File: src/hw/rtl/vsst_pkg.sv
`timescale 1ns / 1ps

package vsst_pkg;

  typedef enum logic [1:0] {
    CMD_REPULSE = 2'd0,
    CMD_ATTRACT = 2'd1,
    CMD_SEEN    = 2'd2,
    CMD_TICK    = 2'd3
  } cmd_t;

  typedef enum logic [1:0] {
    MODE_FOLLOW = 2'd0,
    MODE_RIGHT  = 2'd1,
    MODE_LEFT   = 2'd2
  } mode_t;

  typedef enum logic [1:0] {
    REG_MAX_SPEED  = 2'd0,
    REG_MIN_SPEED  = 2'd1,
    REG_RIGHT_RATE = 2'd2,
    REG_LEFT_RATE  = 2'd3
  } reg_index_t;

  typedef enum logic [1:0] {
    S_IDLE,
    S_RUN,
    S_HOLD
  } top_state_t;

  typedef enum logic [1:0] {
    C_IDLE,
    C_ITER,
    C_MUL,
    C_FIN
  } cordic_state_t;

  typedef struct packed {
    logic               done;
    logic        [17:0] mag;
    logic signed [15:0] angle;
  } cordic_res_t;

  localparam int          TABLE_LEN      = 24;
  localparam logic [29:0] GAIN_Q30       = 30'd652032875;
  localparam logic [15:0] MAX_SPEED_RST  = 16'd3072;
  localparam logic [15:0] MIN_SPEED_RST  = 16'd0;
  localparam logic [15:0] RIGHT_RATE_RST = 16'hFB33;
  localparam logic [15:0] LEFT_RATE_RST  = 16'd1229;

  // arctangent of 2^-i in q.28
  function automatic logic signed [31:0] atan_q28(input logic [4:0] i);
    logic signed [31:0] r;
    case (i)
      5'd0:    r = 32'sd210828714;
      5'd1:    r = 32'sd124459457;
      5'd2:    r = 32'sd65760959;
      5'd3:    r = 32'sd33381290;
      5'd4:    r = 32'sd16755422;
      5'd5:    r = 32'sd8385879;
      5'd6:    r = 32'sd4193963;
      5'd7:    r = 32'sd2097109;
      5'd8:    r = 32'sd1048571;
      5'd9:    r = 32'sd524287;
      5'd10:   r = 32'sd262144;
      5'd11:   r = 32'sd131072;
      5'd12:   r = 32'sd65536;
      5'd13:   r = 32'sd32768;
      5'd14:   r = 32'sd16384;
      5'd15:   r = 32'sd8192;
      5'd16:   r = 32'sd4096;
      5'd17:   r = 32'sd2048;
      5'd18:   r = 32'sd1024;
      5'd19:   r = 32'sd512;
      5'd20:   r = 32'sd256;
      5'd21:   r = 32'sd128;
      5'd22:   r = 32'sd64;
      5'd23:   r = 32'sd32;
      default: r = 32'sd0;
    endcase
    return r;
  endfunction

  // raise to lo first, then lower to hi
  function automatic logic signed [15:0] clamp_q(input logic signed [18:0] v,
                                                  input logic signed [15:0] lo,
                                                  input logic signed [15:0] hi);
    logic signed [18:0] t;
    logic signed [18:0] lo_w;
    logic signed [18:0] hi_w;
    lo_w = {{3{lo[15]}}, lo};
    hi_w = {{3{hi[15]}}, hi};
    t = v;
    if (t < lo_w) t = lo_w;
    if (t > hi_w) t = hi_w;
    return t[15:0];
  endfunction

endpackage

File: src/hw/rtl/vsst_cordic.sv
`timescale 1ns / 1ps

module vsst_cordic
  import vsst_pkg::*;
#(
  parameter int STEPS = 16
) (
  input  logic               clk,
  input  logic               rst,
  input  logic               start,
  input  logic        [17:0] x_in,
  input  logic signed [17:0] y_in,
  output cordic_res_t        res
);

  localparam int IW = $clog2(STEPS);

  cordic_state_t      state, state_next;
  logic signed [31:0] x, y, z;
  logic signed [31:0] x_step, y_step, z_step;
  logic signed [31:0] dx, dy;
  logic [IW-1:0]      iter;
  logic               zero;
  logic [60:0]        prod;
  logic [60:0]        prod_rnd;
  logic signed [32:0] z_rnd;
  logic               last;

  assign last = (iter == IW'(STEPS - 1));

  // one micro-rotation per cycle
  always_comb begin
    dx = y >>> iter;
    dy = x >>> iter;
    if (!y[31]) begin
      x_step = x + dx;
      y_step = y - dy;
      z_step = z + atan_q28(5'(iter));
    end else begin
      x_step = x - dx;
      y_step = y + dy;
      z_step = z - atan_q28(5'(iter));
    end
    prod_rnd = prod + (61'd1 << 41);
    z_rnd = {z[31], z} + 33'sd32768;
  end

  always_ff @(posedge clk) begin
    if (rst) begin
      state <= C_IDLE;
      res.done <= 1'b0;
    end else begin
      state <= state_next;
      res.done <= (state == C_FIN);
    end
  end

  always_comb begin
    state_next = state;
    case (state)
      C_IDLE: begin
        if (start) state_next = C_ITER;
      end
      C_ITER: begin
        if (last) state_next = C_MUL;
      end
      C_MUL: begin
        state_next = C_FIN;
      end
      C_FIN: begin
        state_next = C_IDLE;
      end
      default: state_next = C_IDLE;
    endcase
  end

  always_ff @(posedge clk) begin
    case (state)
      C_IDLE: begin
        if (start) begin
          x <= {2'b00, x_in, 12'd0};
          y <= {{2{y_in[17]}}, y_in, 12'd0};
          z <= '0;
          iter <= '0;
          zero <= (x_in == '0) && (y_in == '0);
        end
      end
      C_ITER: begin
        x <= x_step;
        y <= y_step;
        z <= z_step;
        iter <= iter + 1'b1;
      end
      C_MUL: begin
        // x never goes negative in vectoring mode
        prod <= 61'(x[30:0]) * 61'(GAIN_Q30);
      end
      C_FIN: begin
        res.mag <= zero ? '0 : prod_rnd[59:42];
        res.angle <= zero ? '0 : z_rnd[31:16];
      end
      default: ;
    endcase
  end

endmodule

File: src/hw/rtl/vector_steering_with_search_turns.sv
`timescale 1ns / 1ps

// Steering controller. Words on the item channel update the stored attractive
// and repulsive vectors or the seen flag when accepted and give no result; a
// tick word gives one result word. A tick in follow mode runs a vectoring
// CORDIC of min(CORDIC_STEPS, 24) micro-rotations, one per cycle on a single
// shared add/shift unit, then one gain multiply, rounding and clamping. A tick
// in a search turn skips the CORDIC and goes straight to the hold state; either
// result is loaded into the output register once that register is free.
// The item channel is not ready while a tick is being worked on; one finished
// result may wait in the output register while the next word is taken.
// Configuration writes are taken in any cycle and are meant for idle periods.

module vector_steering_with_search_turns
  import vsst_pkg::*;
#(
  parameter int CORDIC_STEPS = 16
) (
  input  logic               clk,
  input  logic               rst,
  input  logic               item_valid,
  output logic               item_ready,
  input  logic        [1:0]  command,
  input  logic signed [15:0] vec_x,
  input  logic signed [15:0] vec_y,
  input  logic               target_seen,
  output logic               result_valid,
  input  logic               result_ready,
  output logic signed [15:0] linear_speed,
  output logic signed [15:0] angular_rate,
  output logic        [1:0]  mode_before,
  input  logic               cfg_we,
  input  logic        [1:0]  cfg_index,
  input  logic signed [15:0] cfg_data
);

  localparam int STEPS = (CORDIC_STEPS > TABLE_LEN) ? TABLE_LEN : CORDIC_STEPS;

  top_state_t         state, state_next;
  logic signed [15:0] max_speed, min_speed, right_turn_rate, left_turn_rate;
  logic signed [15:0] attract_x, attract_y, repulse_x, repulse_y;
  logic               seen_flag, lost_on_right;
  mode_t              steer_mode;
  logic signed [15:0] res_lin, res_ang;
  logic        [1:0]  res_mode;
  logic               accept, is_tick, cordic_start, out_load;
  logic signed [16:0] sum_x, sum_y;
  logic signed [17:0] sx_w;
  logic        [17:0] sx_abs;
  cordic_res_t        cres;

  assign accept = item_valid && item_ready;
  assign is_tick = (command == CMD_TICK);

  always_comb begin
    sum_x = {attract_x[15], attract_x} + {repulse_x[15], repulse_x};
    sum_y = {attract_y[15], attract_y} + {repulse_y[15], repulse_y};
    sx_w = {sum_x[16], sum_x};
    sx_abs = sx_w[17] ? 18'(-sx_w) : 18'(sx_w);
  end

  vsst_cordic #(
    .STEPS(STEPS)
  ) u_cordic (
    .clk  (clk),
    .rst  (rst),
    .start(cordic_start),
    .x_in (sx_abs),
    .y_in ({sum_y[16], sum_y}),
    .res  (cres)
  );

  always_ff @(posedge clk) begin
    if (rst) begin
      state <= S_IDLE;
    end else begin
      state <= state_next;
    end
  end

  always_comb begin
    state_next = state;
    item_ready = 1'b0;
    cordic_start = 1'b0;
    out_load = 1'b0;
    case (state)
      S_IDLE: begin
        item_ready = 1'b1;
        if (item_valid && is_tick) begin
          if (steer_mode == MODE_FOLLOW) begin
            cordic_start = 1'b1;
            state_next = S_RUN;
          end else begin
            state_next = S_HOLD;
          end
        end
      end
      S_RUN: begin
        if (cres.done) state_next = S_HOLD;
      end
      S_HOLD: begin
        if (!result_valid || result_ready) begin
          out_load = 1'b1;
          state_next = S_IDLE;
        end
      end
      default: state_next = S_IDLE;
    endcase
  end

  always_ff @(posedge clk) begin
    if (rst) begin
      max_speed <= MAX_SPEED_RST;
      min_speed <= MIN_SPEED_RST;
      right_turn_rate <= RIGHT_RATE_RST;
      left_turn_rate <= LEFT_RATE_RST;
      attract_x <= '0;
      attract_y <= '0;
      repulse_x <= '0;
      repulse_y <= '0;
      seen_flag <= 1'b0;
      lost_on_right <= 1'b0;
      steer_mode <= MODE_FOLLOW;
      result_valid <= 1'b0;
    end else begin
      if (cfg_we) begin
        case (reg_index_t'(cfg_index))
          REG_MAX_SPEED:  max_speed <= cfg_data;
          REG_MIN_SPEED:  min_speed <= cfg_data;
          REG_RIGHT_RATE: right_turn_rate <= cfg_data;
          REG_LEFT_RATE:  left_turn_rate <= cfg_data;
          default: ;
        endcase
      end
      if (accept) begin
        case (cmd_t'(command))
          CMD_REPULSE: begin
            repulse_x <= vec_x;
            repulse_y <= vec_y;
          end
          CMD_ATTRACT: begin
            attract_x <= vec_x;
            attract_y <= vec_y;
            if (seen_flag) lost_on_right <= !vec_x[15];
          end
          CMD_SEEN: begin
            seen_flag <= target_seen;
          end
          CMD_TICK: begin
            repulse_x <= '0;
            repulse_y <= '0;
            if (steer_mode == MODE_FOLLOW) begin
              if (!seen_flag) steer_mode <= lost_on_right ? MODE_RIGHT : MODE_LEFT;
            end else if (seen_flag) begin
              steer_mode <= MODE_FOLLOW;
            end
          end
          default: ;
        endcase
      end
      if (out_load) begin
        result_valid <= 1'b1;
      end else if (result_ready) begin
        result_valid <= 1'b0;
      end
    end
  end

  always_ff @(posedge clk) begin
    if (accept && is_tick) begin
      res_mode <= steer_mode;
      if (steer_mode != MODE_FOLLOW) begin
        res_lin <= '0;
        res_ang <= (steer_mode == MODE_RIGHT) ? right_turn_rate : left_turn_rate;
      end
    end
    if (state == S_RUN && cres.done) begin
      res_lin <= clamp_q({1'b0, cres.mag}, min_speed, max_speed);
      res_ang <= clamp_q({{3{cres.angle[15]}}, cres.angle}, min_speed, max_speed);
    end
    if (out_load) begin
      linear_speed <= res_lin;
      angular_rate <= res_ang;
      mode_before <= res_mode;
    end
  end

endmodule

File: config.mk
export PLATFORM = sky130hd
export DESIGN_NAME = vector_steering_with_search_turns
export DESIGN_NICKNAME = d
export VERILOG_FILES = /design/src/hw/rtl/vsst_pkg.sv /design/src/hw/rtl/vsst_cordic.sv /design/src/hw/rtl/vector_steering_with_search_turns.sv
export SDC_FILE = /design/constraint.sdc
export NUM_CORES = 2
export LEC_CHECK = 0
export BUFFER_PORTS_ARGS = -buffer_cell sky130_fd_sc_hd__buf_2
export CAP_MARGIN = 0
export CORE_MARGIN = 2
export CORE_UTILIZATION = 60
export DETAILED_ROUTE_END_ITERATION = 16
export MAX_ROUTING_LAYER = met4
export PLACE_DENSITY = 0.77
export SETUP_SLACK_MARGIN = 0.15
export SLEW_MARGIN = 20
export SYNTH_ARGS = -nofsm -noshare
export SYNTH_HDL_FRONTEND = slang
export SYNTH_SLANG_ARGS = --single-unit
File: constraint.sdc
create_clock -name clk -period 11.1 [get_ports clk]
set_input_delay 2.22 -clock clk [delete_from_list [all_inputs] [get_ports clk]]
set_output_delay 2.22 -clock clk [all_outputs]
set_load 0.02 [all_outputs]
### Yosys cells after proc, flatten, opt, wreduce, memory -nomap -nowiden

Memories as Yosys holds them, arrays and structs flattened. A register that Yosys moved wholly into a read port is not among the register bits.
Index checks and enable logic that the tools add are counted.

* register bits: 401
* bits in latches: 0
* RAM bits: 0
* bits in read-only memories: 896
* bits of input ports: 58
* logic and storage cells: 156
* memories: 2

* add/sub/neg operators: 12
* multipliers: 1
* divide/modulo/power cells: 0
* magnitude comparators: 4
* equality and inequality tests: 19
* shift-type cells: 2
* muxes and demuxes: 51
* bitwise gates (word level): 0
* reduce and logical (&&, ||, !) cells: 36

Memories
* (no name shown): words 16, bits a word 28, rd ports 1, clocked after Yosys merged registers in 1, wr ports 0, RTL line vsst_pkg.sv:54 `case (i)`
* (no name shown): words 16, bits a word 28, rd ports 1, clocked after Yosys merged registers in 1, wr ports 0, RTL line vsst_pkg.sv:54

Operator list (number)
* $mux W32: 8
* $pmux W32 S2: 3
* $mux W16: 9
* $add A32 B32 Y32: 3
* $sub A32 B32 Y32: 3
* $mux W19: 4
* $pmux W16 S2: 2
* $sshr A32 B4 Y32: 2
* $add A60 B42 Y60 const B: 1
* $mul A31 B30 Y60 const B: 1
* $gt A19 B16 Y1: 2
* $logic_not A18 Y1: 2
* $add A16 B16 Y17: 2
* $add A32 B17 Y32 const B: 1
* $reduce_and A2 Y1: 11
* $mux W2: 10
* $lt A19 B16 Y1: 1
* $mux W18: 1
* $neg A17 Y18: 1
* $lt A16 B16 Y1: 1
* $eq A2 B2 Y1 const B: 7
* $reduce_bool A2 Y1: 7
* $mux W4: 3
* $eq A2 B1 Y1 const B: 5
* 14 further kinds: 35

### Logic depth before layout (Yosys ltp)

* depth after elaboration: 7
* mapped depth: 31
* gate-level depth less buffers: 27

### Cells and area by module

A second synthesis with hierarchy kept.

* cells, all modules: 4767
* area, all modules: 46129.2 um^2

By module, submodules not included
* vsst_cordic: times used 1, cells each 3382, area an instance 34191.5 um^2, seq. area each 5225.0 um^2
* vector_steering_with_search_turns: times used 1, cells each 1385, area an instance 11937.7 um^2, seq. area each 4744.6 um^2

### Least setup slack after synthesis

OpenSTA, ideal clock, no wires.

* kind: register to register
* from: reg u_cordic.x[6]
* to: reg u_cordic.prod[59], data pin
* arrival time: 6.883 ns
* required time: 10.840 ns
* slack: 3.957 ns
* cell stages (with the launch flop): 27
* period minus slack after synthesis: 7.143 ns
* cell sequence: edfxtp_1 inv_1 fa_1 fa_1 inv_1 fa_1 inv_1 fa_1 inv_1 fa_1 fa_1 fa_1 inv_1 fa_1 inv_1 ha_1 a21oi_1 o21a_1 o21ai_0 a2111o_1 a21oi_1 a211oi_1 o2111ai_1 nand4b_1 a21o_1 a21oi_1 xnor2_1

* word-level cells in the longest chain between the ends: 1

Ends and longest elaborated chain
* start: declaration: RTL line vsst_cordic.sv:19 `logic signed [31:0] x, y, z;`
* start signal: assignment: RTL line vsst_cordic.sv:81 `x <= {2'b00, x_in, 12'd0};`
* start signal: assignment: RTL line vsst_cordic.sv:89 `x <= x_step;`
* $mul A31 B30 Y60: RTL line vsst_cordic.sv:96 `prod <= 61'(x[30:0]) * 61'(GAIN_Q30);`
* end signal: assignment: RTL line vsst_cordic.sv:96
* end: declaration: RTL line vsst_cordic.sv:24 `logic [60:0] prod;`

No other way between the ends.
A chain may end at the register's enable or synchronous reset.

### Worst setup path after layout

* from: reg u_cordic.x[8]
* to: reg u_cordic.prod[59], data pin

The elaborated chain is that of the path after synthesis.

==> run_results.csv <==
group,metric,value,unit
place,hpwl,96200,um
grt,antenna_found_initial,0,
drt,wl_per_cell,20.6,um
finish,num_antenna_cells,0,
setup_path,arrival,8610,ps
yosys,synth_top_family_by_area,"adder cells",
clock_network,cts-root-buf,"clkbuf_16",
die,ios,94,
drt,dr.first_iter.drc_count,2544,
drt,routed_wl,117000,um
setup_path,critPathMaxStageDelay,840,ps
finish,final_common_cell,"inv_1",
setup_path,worstSetupPathType,"register to register",
yosys,synth_xor_xnor_area_share,4.75,%
yosys,synth_area,44900,sq um
yosys,avgSynthCellArea,9.59,sq um
clock_network,htree_num_levels,2,
timing,fin_worst_skew,24.9,ps
yosys,synth_fp_nets,5760,
setup_path,endpoint_kind,"register",
yosys,synth-edff-count,222,
clock_network,hold_buffers,0,
timing,drv_slew,0,
yosys,synth_top_flop_cell,"edfxtp_1",
clock_network,cts.sinks,387,
yosys,synthSimpleGateAreaFrac,12.3,%
grt,grtUsageTotal,31.5,%
yosys,synth_top_cell_by_area,"fa_1",
yosys,synth-adder-area-share,36.3,%
worst_hold_path,hold_depth,0,
die,die_h,278,um
place,io_buffers,93,
yosys,synthTopCellsByArea,"fa_1, ha_1, edfxtp_1",
yosys,syn_inst,4682,
yosys,synth-seq-cells,387,
yosys,synthMuxAreaShare,5.67,%
grt,grt_pass1_wl,186000,um
finish,area_growth,6.12,%
grt,met3_usage,3.87,%
timing,finalSetupViolations,0,
setup_path,crit_slowest_cell,"nor4_1",
yosys,netlist.area_leader.share,21.1,%
die,core,74300,sq um
die,rows,100,
drt,viasPerCell,6.00,
grt,grt_pass1_vias,34500,
finish,final_cell_mix,"inv_1, ha_1, fa_1",
drt,drt-pass1-iter-count,6,
timing,setup_tns,0,ps
timing,worst_pin_slew,1120,ps
grt,met2_usage,51.7,%
timing,clock.fmax,121,MHz
yosys,synth_compound_area_share,11.6,%
setup_path,critPathMaxFanout,12,
timing,fin_crit_sh,74.5,%
clock_network,cts_buffers,46,
drt,drt.antenna.violating_nets,0,
setup_path,path_buf_inv,7,
die,dieArea,77100,sq um
setup_path,required,11440,ps
timing,rsz0062_at_grt,"no",
grt,grt.overflow.total,0,
job,cap_violations,0,
timing,slew_headroom,25.1,%
clock_network,path_clk_slew,60,ps
clock_network,clkLatencyLatePin,600,ps
yosys,seq_area_frac_synth,22.2,%
drt,drc,0,
setup_path,rr_worst_depth,26,
run_status,status,"complete, no violations",
clock_network,clk_path_buf_depth,3,
yosys,synth_cell_types,100,
finish,fillCellCount,6107,
timing,hold-worst-slack,403,ps
finish,fin_cells,5704,
worst_hold_path,holdCritPathClass,"register to register",
setup_path,start_kind,"register",
finish,design_area,47700,sq um
place,placed_cell_area,46100,sq um
yosys,synthArstFlopShare,0,%
finish,nets,5776,
setup_path,cp_common_cell,"fa_1",
setup_path,cp.depth,26,
die,start_util,60.4,%
clock_network,cts_tree,"yes",
grt,grt.busiest_layer,"met2",
place,numPlacedInstances,5618,
finish,drive_above_1_share,6.55,%
grt,grt_max_degree,99,
setup_path,crit_family,"adder cells",
yosys,synth-warning-count,0,
clock_network,post_cts_buffers,0,
die,die_w,278,um
drt,vias,34200,
grt,use_met1,39.2,%
timing,layout_min_cycle_time,8270,ps
place,place.gp.congestion,1.01,
timing,hold_violations,0,
clock_network,cts_resized,0,
metal layers:
layer	up-vias	wire length [um]
li1	16000	-
met1	16800	47800
met2	1141	56400
met3	287	6790
met4	0	6250
met5	-	0
state kept, by name, indices dropped and copies added (netlist names), 16 cells and up, named ones only:
name and flops:
repulse_y 16, attract_y 16, u_cordic.x 32, res_lin 16, res_ang 16, u_cordic.y 32
u_cordic.prod 19, u_cordic.res 35, repulse_x 16, right_turn_rate 16, min_speed 16, u_cordic.z 32
linear_speed 16, left_turn_rate 16, angular_rate 16, attract_x 16, max_speed 16
cells by family (layout without fill, tap and decap cells):
| group | count (synthesis) | count (layout) |
|---|---|---|
| AO/OA/AOI/OAI | 849 | 849 |
| XOR/XNOR | 243 | 243 |
| adder cells (fa/ha/maj) | 1020 | 1020 |
| buffers and inverters | 823 | 876 |
| flip-flops | 387 | 387 |
| multiplexers | 178 | 178 |
| AND/OR/NAND/NOR | 1182 | 1182 |
worst paths after layout:
kind | from | to | slack (ps)
setup / recovery | u_cordic.x[8] | u_cordic.prod[59] | 2830
hold / removal | res_lin[1] | linear_speed[1] | 400
setup reg to reg | u_cordic.x[8] | u_cordic.prod[59] | 2830
hold reg to reg | res_lin[1] | linear_speed[1] | 400
synthesized netlist by cell type (all sizes together), types with 31 or more instances:
master / count
inv: 666
ha: 546
fa: 474
nand2: 432
a21oi: 346
nor2: 329
edfxtp: 222
o21ai: 178
dfxtp: 165
xnor2: 143
clkbuf: 113
mux2i: 102
xor2: 100
nor3: 80
nand3: 79
a21o: 72
mux4: 56
nor3b: 44
buf: 43
and3: 35
nand4: 31
metrics by stage:
stage	util (%)	setup WS, ps
after floorplan	-	3960
after global placement	62.1	3050
after detailed placement	62.1	2950
after CTS	64.1	2940
after global routing	64.1	2250
final	64.1	2830
cell type report:
type	count	area (sq um)	share of cell area [%]
Clock buffer	55	1190	2.51
Clock inverter	30	310	0.651
Inverter	667	2510	5.26
Multi-Input combinational cell	3472	31800	66.6
Sequential cell	387	9970	20.9
Tap cell	969	1210	2.54
Timing Repair Buffer	124	721	1.51
Power is not shown: default switching activity piles up to over one toggle a cycle in this logic, so the estimate is an artifact.
